[config.mk]
export PLATFORM = sky130hd
export DESIGN_NAME = skna_ctrl
export DESIGN_NICKNAME = d
export VERILOG_FILES = /design/src/design/skna_pkg.sv /design/src/design/skna_ctrl.sv
export SDC_FILE = /design/constraint.sdc
export NUM_CORES = 1
export LEC_CHECK = 0
export BUFFER_PORTS_ARGS = -buffer_cell sky130_fd_sc_hd__buf_2
export CAP_MARGIN = 10
export CORE_AREA = 4 4 41 43
export DETAILED_ROUTE_END_ITERATION = 6
export DIE_AREA = 0 0 45 47
export HOLD_SLACK_MARGIN = 0.05
export PLACE_DENSITY = 0.69
export SETUP_SLACK_MARGIN = 0.4
export SYNTH_ARGS = -nofsm -noshare
export SYNTH_HDL_FRONTEND = slang
export SYNTH_SLANG_ARGS = --single-unit
[constraint.sdc]
create_clock -name clk -period 1.5 [get_ports clk]
set_input_delay 0 -clock clk [delete_from_list [all_inputs] [get_ports clk]]
set_output_delay 0 -clock clk [all_outputs]
set_load 0.01 [all_outputs]
[src/design/skna_pkg.sv]
// ----------------------------------------------------------------------------
// skna_pkg
// Shared types and constants for the nerve-activity envelope chain: the
// controller states, the command and status groups, the filter coefficients
// and the divider geometry.
// ----------------------------------------------------------------------------
package skna_pkg;

    localparam int CFG_IW = 3;
    localparam int CFG_DW = 32;

    localparam logic [CFG_IW-1:0] CFG_BASE_LEN  = 3'd0;
    localparam logic [CFG_IW-1:0] CFG_SHORT_LEN = 3'd1;
    localparam logic [CFG_IW-1:0] CFG_LONG_LEN  = 3'd2;
    localparam logic [CFG_IW-1:0] CFG_DECIM     = 3'd3;
    localparam logic [CFG_IW-1:0] CFG_GAIN      = 3'd4;

    localparam logic [12:0] BASE_LEN_RST  = 13'd4000;
    localparam logic [9:0]  SHORT_LEN_RST = 10'd400;
    localparam logic [16:0] LONG_LEN_RST  = 17'd40000;
    localparam logic [6:0]  DECIM_RST     = 7'd40;
    localparam logic [31:0] GAIN_RST      = 32'd26433806;
    localparam logic [6:0]  DECIM_MAX     = 7'd64;

    localparam int FILTER_TAPS = 11;
    localparam int TIW         = 4;

    localparam logic signed [32:0] DEN_Q [0:FILTER_TAPS-1] = '{
        33'sd268435456, -33'sd831077514, 33'sd1710097440, -33'sd2393007846,
        33'sd2666130503, -33'sd2281296092, 33'sd1591443350, -33'sd848273194,
        33'sd358218660, -33'sd100739129, 33'sd19412125
    };
    localparam logic signed [24:0] NUM_Q [0:FILTER_TAPS-1] = '{
        25'sd880258, 25'sd0, -25'sd4401290, 25'sd0, 25'sd8802580, 25'sd0,
        -25'sd8802580, 25'sd0, 25'sd4401290, 25'sd0, -25'sd880258
    };

    localparam logic signed [63:0] Y_LIM    = 64'sd536870912;
    localparam logic signed [63:0] S_LIM    = 64'sd2305843009213693952;
    localparam logic signed [63:0] RND_HALF = 64'sd134217728;
    localparam int COEF_FRAC = 28;
    localparam int NUM_SHIFT = 12;

    localparam int DIV_W    = 64;
    localparam int DIV_STEP = 4;
    localparam int DIV_CYC  = DIV_W / DIV_STEP;
    localparam int DIV_CW   = $clog2(DIV_CYC);

    typedef enum logic [4:0] {
        ST_IDLE,
        ST_BASE,
        ST_BDIV,
        ST_BWAIT,
        ST_YMUL,
        ST_YFIN,
        ST_TMUL,
        ST_TACC,
        ST_MMUL,
        ST_MFIN,
        ST_PUSH,
        ST_SDIV,
        ST_SWAIT,
        ST_LDIV,
        ST_LWAIT,
        ST_DONE
    } state_t;

    typedef struct packed {
        logic load;
        logic base_upd;
        logic bdiv_start;
        logic base_take;
        logic ymul;
        logic yfin;
        logic tmul;
        logic tacc;
        logic mmul;
        logic mfin;
        logic push;
        logic sdiv_start;
        logic short_take;
        logic ldiv_start;
        logic long_take;
        logic out_load;
    } cmd_t;

    typedef struct packed {
        logic div_done;
        logic tap_last;
        logic out_full;
    } sts_t;

endpackage

[src/design/skna_ctrl.sv]
// ----------------------------------------------------------------------------
// skna_ctrl
// Sequencer for one sample: baseline update and division, the serial tap
// loop, scaling, envelope updates and divisions, then result hand-off.
// ----------------------------------------------------------------------------
module skna_ctrl (
    input  logic            clk,
    input  logic            rst_n,
    input  logic            in_valid,
    output logic            in_ready,
    input  skna_pkg::sts_t  sts,
    output skna_pkg::cmd_t  cmd
);

    import skna_pkg::*;

    state_t state_reg;
    state_t state_next;

    always_ff @(posedge clk or negedge rst_n)
    begin
        if (!rst_n)
        begin
            state_reg <= ST_IDLE;
        end
        else
        begin
            state_reg <= state_next;
        end
    end

    always_comb
    begin
        state_next = state_reg;
        case (state_reg)
            ST_IDLE:  if (in_valid) state_next = ST_BASE;
            ST_BASE:  state_next = ST_BDIV;
            ST_BDIV:  state_next = ST_BWAIT;
            ST_BWAIT: if (sts.div_done) state_next = ST_YMUL;
            ST_YMUL:  state_next = ST_YFIN;
            ST_YFIN:  state_next = ST_TMUL;
            ST_TMUL:  state_next = ST_TACC;
            ST_TACC:  state_next = sts.tap_last ? ST_MMUL : ST_TMUL;
            ST_MMUL:  state_next = ST_MFIN;
            ST_MFIN:  state_next = ST_PUSH;
            ST_PUSH:  state_next = ST_SDIV;
            ST_SDIV:  state_next = ST_SWAIT;
            ST_SWAIT: if (sts.div_done) state_next = ST_LDIV;
            ST_LDIV:  state_next = ST_LWAIT;
            ST_LWAIT: if (sts.div_done) state_next = ST_DONE;
            ST_DONE:  if (!sts.out_full) state_next = ST_IDLE;
            default:  state_next = ST_IDLE;
        endcase
    end

    always_comb
    begin
        cmd      = '0;
        in_ready = 1'b0;
        case (state_reg)
            ST_IDLE:
            begin
                in_ready = 1'b1;
                cmd.load = in_valid;
            end
            ST_BASE:  cmd.base_upd   = 1'b1;
            ST_BDIV:  cmd.bdiv_start = 1'b1;
            ST_BWAIT: cmd.base_take  = sts.div_done;
            ST_YMUL:  cmd.ymul       = 1'b1;
            ST_YFIN:  cmd.yfin       = 1'b1;
            ST_TMUL:  cmd.tmul       = 1'b1;
            ST_TACC:  cmd.tacc       = 1'b1;
            ST_MMUL:  cmd.mmul       = 1'b1;
            ST_MFIN:  cmd.mfin       = 1'b1;
            ST_PUSH:  cmd.push       = 1'b1;
            ST_SDIV:  cmd.sdiv_start = 1'b1;
            ST_SWAIT: cmd.short_take = sts.div_done;
            ST_LDIV:  cmd.ldiv_start = 1'b1;
            ST_LWAIT: cmd.long_take  = sts.div_done;
            ST_DONE:  cmd.out_load   = !sts.out_full;
            default:  cmd = '0;
        endcase
    end

endmodule

==> impl_metrics.env, run 1 <==
export IMPL_die_h_um=47
export IMPL_grt_overflow=0
export IMPL_arrival_ps=1390
export IMPL_leakage_uw=0.0003931
export IMPL_ys_ff_latch=4
export IMPL_wl_mm=1.617
export IMPL_grtUsageTotal_pct=13.48
export IMPL_crit_required_ps=1500
export IMPL_worstSetupPathType="reg2out"
export IMPL_synth_top_area_share_pct=25.16
export IMPL_worst_skew_pair_late_latency_ps=240
export IMPL_synth_top_area_cell="dfrtp_1"
export IMPL_netlist_area_um2=397.9
export IMPL_viasPerCell=4.933
export IMPL_drtPass1Iterations=1
export IMPL_drv_slew=0
export IMPL_synthCells=51
export IMPL_die_w_um=45
export IMPL_grt_pass1_wl_mm=1.987
export IMPL_initial_core_util_pct=30.58
export IMPL_routedWlPerCell_um=15.55
export IMPL_antenna_left=0
export IMPL_critPathTopFamily="flip-flops"
export IMPL_grt_pass1_vias=473
export IMPL_portBuffers=22
export IMPL_hpwl_um=873.6
export IMPL_maxCapViolations=0
export IMPL_cp_end_kind="primary output"
export IMPL_worst_slew_margin_rel_pct=81.89
export IMPL_stdcell_area_um2=774.5
export IMPL_antenna_cells=0
export IMPL_cellPowerDensity_nw_per_um2=2312
export IMPL_ys_warn_count=0
export IMPL_fmax_mhz=720.8
export IMPL_place_area_um2=514.2
export IMPL_start_kind="register"
export IMPL_drive_above_1_share_pct=73.03
export IMPL_ys_types=23
export IMPL_worst_path_max_fanout=4
export IMPL_worst_path_largest_cell_delay_ps=440
export IMPL_period_needed_ps=1387
export IMPL_fillCellCount=114
export IMPL_root_buffer="clkbuf_4"
export IMPL_num_vias=513
export IMPL_boundaryPins=23
export IMPL_cts_tree="done"
export IMPL_synth_area_leaders="dfrtp_1 (25%), nor2_1 (9.4%), nor3_1 (7.5%)"
export IMPL_ir_worst_vdd_mv=1.151
export IMPL_gp_congestion=0.8729
export IMPL_syn_avg_cell_area_um2=7.802
export IMPL_ctsHtreeMaxLevel=1
export IMPL_drt_iter0_markers=0
export IMPL_syn_to_final_growth_pct=94.65
export IMPL_largest_reg_flops=4
export IMPL_synth_net_count=57
export IMPL_fin_skew_ps=3.865
export IMPL_grt_max_degree=11
export IMPL_coreArea_um2=1301
export IMPL_min_period_over_period_pct=92.49
export IMPL_hold_class="in2reg"
export IMPL_drc_errors=0
export IMPL_path_clk_slew_ps=40
export IMPL_cts_sinks=4
export IMPL_finalSetupViolCount=0
export IMPL_cts_made_buffers=3
export IMPL_tns_ps=0
export IMPL_status="finished clean"
export IMPL_final_hold_violation_count=0
export IMPL_slowest_stage="dfrtp_2"
export IMPL_fp_dieArea_um2=2115
export IMPL_clockBufferDepth=2
export IMPL_worst_pin_slew_ps=269.6
export IMPL_seq_area_frac_synth_pct=25.16
export IMPL_crit_buf_inv=2
export IMPL_rsz0062_at_grt="yes"
export IMPL_antenna_found_initial=0
export IMPL_num_rows=13
export IMPL_path_cells="buf_6, or2b_4, nor2_1, buf_2"
export IMPL_nets=97
-- tightest hold or removal path: stages --
cell    delay, ps
buf_2         110
nor3_4         50
nor2_1         80
-- Yosys cell counts --
library cell and instances:
o2bb2ai_2 2, buf_6 2, a31oi_1 1, or2b_1 1, dfrtp_1 4, inv_1 3
and3_1 1, mux2i_1 1, buf_2 1, and2_4 1, o21ai_0 3, nand2_1 4
o211ai_1 1, nor4_4 1, a21oi_2 1, nand3_1 2, buf_4 1, o22a_1 1
and2_2 1, nand2b_1 2, xor2_1 1, nor3_1 6, nor2_1 10
-- worst paths after layout --
kind / startpoint / depth (start not counted) / end / slack (ps)
max: state_reg[0] / 4 / cmd[9] / 110
min: sts[0] / 3 / state_reg[3] / 50
max reg2reg: state_reg[0] / 5 / state_reg[2] / 150
min reg2reg: state_reg[1] / 1 / state_reg[1] / 690
max in group asynchronous: rst_n / 2 / state_reg[3] / 1260
min in group asynchronous: rst_n / 2 / state_reg[1] / 100
-- cell families (layout without fill, tap and decap cells) --
kind of cell | Yosys count | in the layout | synth area share (%)
buf+inv | 7 | 45 | 11.63
xor+xnor | 1 | 1 | 2.202
simple gates | 29 | 29 | 39.31
flops | 4 | 4 | 25.16
mux | 1 | 1 | 2.516
compound gates | 9 | 9 | 19.18
-- stage by stage --
stage	setup slack (ps)	cells	total power, uW	utilization [%]	hold WS [ps]
floorplan	256.0	51	815.7	-	-295.6
global placement	222.1	87	970.7	39.52	-193.6
detailed placement	168.5	87	984.4	39.52	-189.2
CTS	141.7	96	1344	48.46	53.80
global route	62.75	104	1898	59.52	85.36
finish	112.6	104	1791	59.52	51.38
-- final cells by class --
cell class	count	area, um2	area share (%)
multi-input cells	40	332.8	42.97
inverters	3	13.76	1.777
flip-flops and latches	4	105.1	13.57
well taps	15	18.77	2.423
repair buffers	39	281.5	36.35
clock buffers	3	22.52	2.908
-- cell usage in the layout (no fill, tap or decap), drive strengths merged --
cell / n
nand2b: 2
o22a: 1
dfrtp: 4
mux2i: 1
o21ai: 3
xor2: 1
nor4: 1
clkbuf: 3
nor3: 6
and3: 1
nand3: 2
or2b: 1
inv: 3
a21oi: 1
dlygate4sd3: 1
nor2: 10
nand2: 4
a31oi: 1
buf: 38
and2: 2
o211ai: 1
o2bb2ai: 2
-- repair_timing --
action                                  CTS  global route
gates resized for setup                  14            17
endpoints found under the hold margin     4             0
pin swaps                                 6            10
buffers inserted                          5             8
hold buffers                              1             0
endpoints found under the setup margin   21            21
-- metal layers --
metal  GRT usage (%)  up-vias  routed length [um]
li1                -      252                   -
met1           14.48      241                 603
met2           22.03       16                 908
met3           5.364        4                  71
met4           8.772        0                  35
met5               0        -                   0
-- report_power, final --
part / leakage (uW) / internal, uW / switching (uW)
registers: 0.0000413 / 177 / 125
logic: 0.000338 / 686 / 670
clock network: 0.0000138 / 89.4 / 43.7
total: 0.000393 / 953 / 838
Power figures use the tool's default switching activity.
==> run 2: changes to the inputs <==
- PLACE_DENSITY: 0.69 -> 0.71
- clock period: 1.5 -> 1.2 ns (I/O delays scaled with it)
==> run 2 against run 1 <==
  * The run now ends with negative setup slack left
  * Via count is 1.6% higher
  * Critical endpoint is now state_reg[2]
  * Critical path depth is 1 higher
  * Non-clock buffer count is 8 higher
  * Total power is 39% higher
  * Combinational power is 46% higher
  * Final cell count is 7.7% higher
  * Global-route usage is 1.5 points higher
  * Critical path type is now reg2reg
  * Clock skew is 1.0 ps higher
  * Sequential share of layout area is 2.1 points lower
==> impl_metrics.env, run 2 (same netlist as run 1, synthesis figures left out) <==
export IMPL_status="finished, violations left"
export IMPL_violations="negative setup slack"
export IMPL_power_frac_seq_pct=14.2
export IMPL_worstSetupPathType="reg2reg"
export IMPL_ir_worst_vdd_mv=1.497
export IMPL_nets=105
export IMPL_portBuffers=22
export IMPL_start_kind="register"
export IMPL_cellPowerDensity_nw_per_um2=2731
export IMPL_fin_hold_ws_ps=98.86
export IMPL_place_area_um2=655.6
export IMPL_routedWlPerCell_um=12.99
export IMPL_worst_path_max_fanout=5
export IMPL_worstReg2RegEnd="state_reg[2]"
export IMPL_pwr_share_clk_pct=6.5
export IMPL_grt_max_degree=7
export IMPL_dp_slack_ps=-24.09
export IMPL_num_vias=521
export IMPL_layout_commonest_cell="buf_2"
export IMPL_finalSetupViolCount=19
export IMPL_syn_to_final_growth_pct=129.6
export IMPL_setup_ws_ps=-172.0
export IMPL_worst_skew_pair_late_latency_ps=230
export IMPL_startpoint="state_reg[1]"
export IMPL_drt_iter0_markers=2
export IMPL_rsz0062_at_grt="yes"
export IMPL_grt_pass1_wl_mm=2.270
export IMPL_grtUsageTotal_pct=14.98
export IMPL_fmax_mhz=728.9
export IMPL_tns_ps=-1417
export IMPL_ctsHtreeMaxLevel=1
export IMPL_drv_slew=0
export IMPL_cts_sinks=4
export IMPL_cts_made_buffers=3
export IMPL_p_switching_uw=1145
export IMPL_arrival_ps=1510
export IMPL_crit_required_ps=1340
export IMPL_grt_overflow=0
export IMPL_root_buffer="clkbuf_4"
export IMPL_path_clk_slew_ps=40
export IMPL_cts_tree="done"
export IMPL_fp_dieArea_um2=2115
export IMPL_hold_class="in2async"
export IMPL_p_sw_share_pct=45.89
export IMPL_r2r_setup_slack_ps=-170
export IMPL_antenna_found_initial=0
export IMPL_antenna_cells=0
export IMPL_boundaryPins=23
export IMPL_fin_util_pct=70.19
export IMPL_drtPass1Iterations=2
export IMPL_reg2regPathDepth=5
export IMPL_coreArea_um2=1301
export IMPL_num_rows=13
export IMPL_final_hold_violation_count=0
export IMPL_wl_mm=1.455
export IMPL_p_comb_share_pct=79.2
export IMPL_layout_common_cells="buf_2 (20), buf_4 (16), buf_6 (10)"
export IMPL_drc_errors=0
export IMPL_period_needed_ps=1372
export IMPL_fin_skew_ps=4.867
export IMPL_initial_core_util_pct=30.58
export IMPL_internal_power_uw=1350
export IMPL_antenna_left=0
export IMPL_fillCellCount=106
export IMPL_drive_above_1_share_pct=82.47
export IMPL_largest_reg_flops=4
export IMPL_leakage_uw=0.0004444
export IMPL_clockBufferDepth=2
export IMPL_hpwl_um=898.9
export IMPL_grt_pass1_vias=497
export IMPL_worst_slew_margin_rel_pct=85.60
export IMPL_reg2reg_from="state_reg[1]"
export IMPL_stdcell_area_um2=913.4
export IMPL_maxCapViolations=0
export IMPL_cp_end_kind="register"
export IMPL_min_period_over_period_pct=114.3
export IMPL_die_h_um=47
export IMPL_worst_pin_slew_ps=214.4
export IMPL_gp_congestion=0.7900
export IMPL_viasPerCell=4.652
export IMPL_crit_path_end="state_reg[2]"
export IMPL_die_w_um=45
-- run 2: cell types whose count changed in the layout (fill, tap and decap cells not counted), sizes merged --
cell | before | now
buf | 38 | 46
-- run 2: cell type report --
| type | count | area [um2] | share of cell area [%] |
|---|---|---|---|
| tap | 15 | 18.77 | 2.055 |
| timing repair buffer | 47 | 342.8 | 37.53 |
| inverter | 3 | 16.27 | 1.781 |
| sequential | 4 | 105.1 | 11.51 |
| multi-input combinational | 40 | 407.9 | 44.66 |
| clock buffer | 3 | 22.52 | 2.466 |
-- run 2: worst min-delay path by stage --
stage,startpoint,endpoint,cells after the start
finish,rst_n,state_reg[0],2
global route,rst_n,state_reg[0],2
CTS,sts[0],state_reg[3],3
detailed placement,rst_n,state_reg[0],1
global placement,rst_n,state_reg[2],1
floorplan,rst_n,state_reg[0],0
-- run 2: metrics by stage --
| stage | cells | total power (uW) |
|---|---|---|
| 6_report | 112 | 2494 |
| 5_1_grt | 112 | 2686 |
| 4_1_cts | 107 | 2181 |
| 3_5_place_dp | 95 | 1629 |
| 3_3_place_gp | 95 | 1609 |
| 2_1_floorplan | 51 | 1260 |
-- run 2: layer usage --
layer	global-route usage (%)	vias to the layer above	wire (um)
met4	5.263	0	0
li1	-	273	-
met5	0	-	0
met1	18.81	234	599
met2	24.29	14	773
met3	4.598	0	82
-- run 2: what timing repair did --
action / in CTS / in global routing
gates resized for setup: 21 / 12
setup endpoints to repair: 21 / 21
setup buffers: 8 / 5
hold buffers: 1 / 0
endpoints found under the hold margin: 4 / 0
pin swaps: 4 / 5
-- run 2: power by group through the flow --
stage / clock network, uW / logic (uW) / registers [uW]
finish: 162 / 1980 / 355
global route: 180 / 2140 / 369
CTS: 169 / 1670 / 343
detailed placement: 0 / 1290 / 336
global placement: 0 / 1280 / 330
floorplan: 0 / 979 / 281
-- run 2: critical path, cell delays in order (launching register included) --
cell       delay [ps]
dfrtp_2           450
buf_4             150
and2_4            170
o2bb2ai_2         130
a21oi_2           170
mux2i_1           210
==> run 3: changes to the inputs <==
- RECOVER_POWER: not set -> 50
- SKIP_CTS_REPAIR_TIMING: not set -> 1
==> run 3 against run 2 <==
  * The run still ends with negative setup slack left
  * Critical path depth is 1 lower
  * Combinational power is 5% lower
  * Register-to-register slack hardly changed
  * Clock power is 8% higher
  * Critical path type is now reg2out
  * Critical endpoint is now cmd[13]
==> impl_metrics.env, run 3 (same netlist as run 1, synthesis figures left out) <==
export IMPL_status="finished, violations left"
export IMPL_violations="negative setup slack"
export IMPL_viasPerCell=4.796
export IMPL_dp_cells=95
export IMPL_initial_core_util_pct=30.58
export IMPL_cts_made_buffers=3
export IMPL_crit_required_ps=1200
export IMPL_worstSetupPathType="reg2out"
export IMPL_whs_path_depth=3
export IMPL_min_period_over_period_pct=115.7
export IMPL_reg2reg_from="state_reg[1]"
export IMPL_grt_pass1_vias=417
export IMPL_r2r_setup_slack_ps=-160
export IMPL_worst_skew_pair_late_latency_ps=240
export IMPL_hold_class="in2reg"
export IMPL_gp_congestion=0.7900
export IMPL_fp_dieArea_um2=2115
export IMPL_place_area_um2=655.6
export IMPL_period_needed_ps=1389
export IMPL_layout_commonest_cell="buf_2"
export IMPL_die_w_um=45
export IMPL_fmax_mhz=720.1
export IMPL_ir_worst_vdd_mv=1.417
export IMPL_largest_reg_flops=4
export IMPL_root_buffer="clkbuf_4"
export IMPL_grt_overflow=0
export IMPL_cp_end_kind="primary output"
export IMPL_worstReg2RegEnd="state_reg[0]"
export IMPL_setup_ws_ps=-188.7
export IMPL_rsz0062_at_grt="yes"
export IMPL_cellPowerDensity_nw_per_um2=2763
export IMPL_nets=101
export IMPL_power_total_uw=2444
export IMPL_portBuffers=22
export IMPL_drv_slew=0
export IMPL_final_hold_violation_count=0
export IMPL_layout_common_cells="buf_2 (19), buf_4 (14), buf_6 (7)"
export IMPL_wl_mm=1.539
export IMPL_coreArea_um2=1301
export IMPL_num_rows=13
export IMPL_maxCapViolations=0
export IMPL_finalSetupViolCount=20
export IMPL_routedWlPerCell_um=14.25
export IMPL_worst_slew_margin_rel_pct=83.78
export IMPL_cts_sinks=4
export IMPL_antenna_cells=0
export IMPL_final_cells=108
export IMPL_arrival_ps=1390
export IMPL_syn_to_final_growth_pct=122.3
export IMPL_hpwl_um=898.9
export IMPL_antenna_left=0
export IMPL_start_kind="register"
export IMPL_leakage_uw=0.0004199
export IMPL_die_h_um=47
export IMPL_num_vias=518
export IMPL_worst_pin_slew_ps=243.4
export IMPL_clockBufferDepth=2
export IMPL_drt_iter0_markers=2
export IMPL_grt_max_degree=8
export IMPL_boundaryPins=23
export IMPL_grtUsageTotal_pct=11.18
export IMPL_cts_tree="done"
export IMPL_reg2regPathDepth=5
export IMPL_worst_path_max_fanout=5
export IMPL_fin_skew_ps=10.06
export IMPL_path_clk_slew_ps=40
export IMPL_drc_errors=0
export IMPL_stdcell_area_um2=884.6
export IMPL_ctsHtreeMaxLevel=1
export IMPL_hold_start="sts[1]"
export IMPL_worstHoldEndpoint="state_reg[3]"
export IMPL_grt_pass1_wl_mm=1.704
export IMPL_antenna_found_initial=0
export IMPL_drive_above_1_share_pct=79.57
export IMPL_drtPass1Iterations=2
## run 3: power by group
group | leakage [uW] | internal, uW | switching, uW
clock network | 0.0000138 | 112 | 62.4
registers | 0.0000413 | 221 | 170
logic | 0.000365 | 944 | 933
total | 0.000420 | 1280 | 1170
## run 3: critical path: stages (launching register included)
cell and delay, ps:
dfrtp_2 430, buf_4 160, or2b_4 300, nor3_2 100
buf_2 150
## run 3: area by class of cell
type                            instances  area, um2
Timing Repair Buffer                   43      307.8
Multi-Input combinational cell         40      414.1
Sequential cell                         4      105.1
Tap cell                               15      18.77
Fill cell                             101      416.7
Inverter                                3      16.27
Clock buffer                            3      22.52
## run 3: layer usage
metal / global-route usage [%] / vias up / share of wire, %
met5: 0 / - / 0
met1: 14.02 / 236 / 37
met4: 5.263 / 0 / 1.3
li1: - / 263 / -
met2: 16.95 / 17 / 55
met3: 4.215 / 2 / 6.3
## run 3: how the worst max path moves through the flow
stage | startpoint | to | slack (ps) | depth (start not counted)
6_report | state_reg[1] | cmd[13] | -190 | 4
5_1_grt | state_reg[1] | cmd[15] | -240 | 4
4_1_cts | state_reg[0] | cmd[13] | -220 | 4
3_5_place_dp | state_reg[3] | state_reg[0] | -20 | 4
3_3_place_gp | state_reg[3] | state_reg[0] | -5 | 4
2_1_floorplan | state_reg[3] | state_reg[0] | -40 | 4
## run 3: stage by stage
step                      setup TNS [ps]  util [%]  worst slack (ps)  hold WS, ps
after floorplan                   -118.1         -            -43.98       -295.6
final                              -1964     67.98            -188.7        101.3
after global placement            -5.236     50.38            -5.236       -194.5
after global routing               -3052     67.98            -243.2        157.9
after CTS                          -2725     52.12            -218.6       -439.5
after detailed placement          -42.60     50.38            -24.09       -191.7
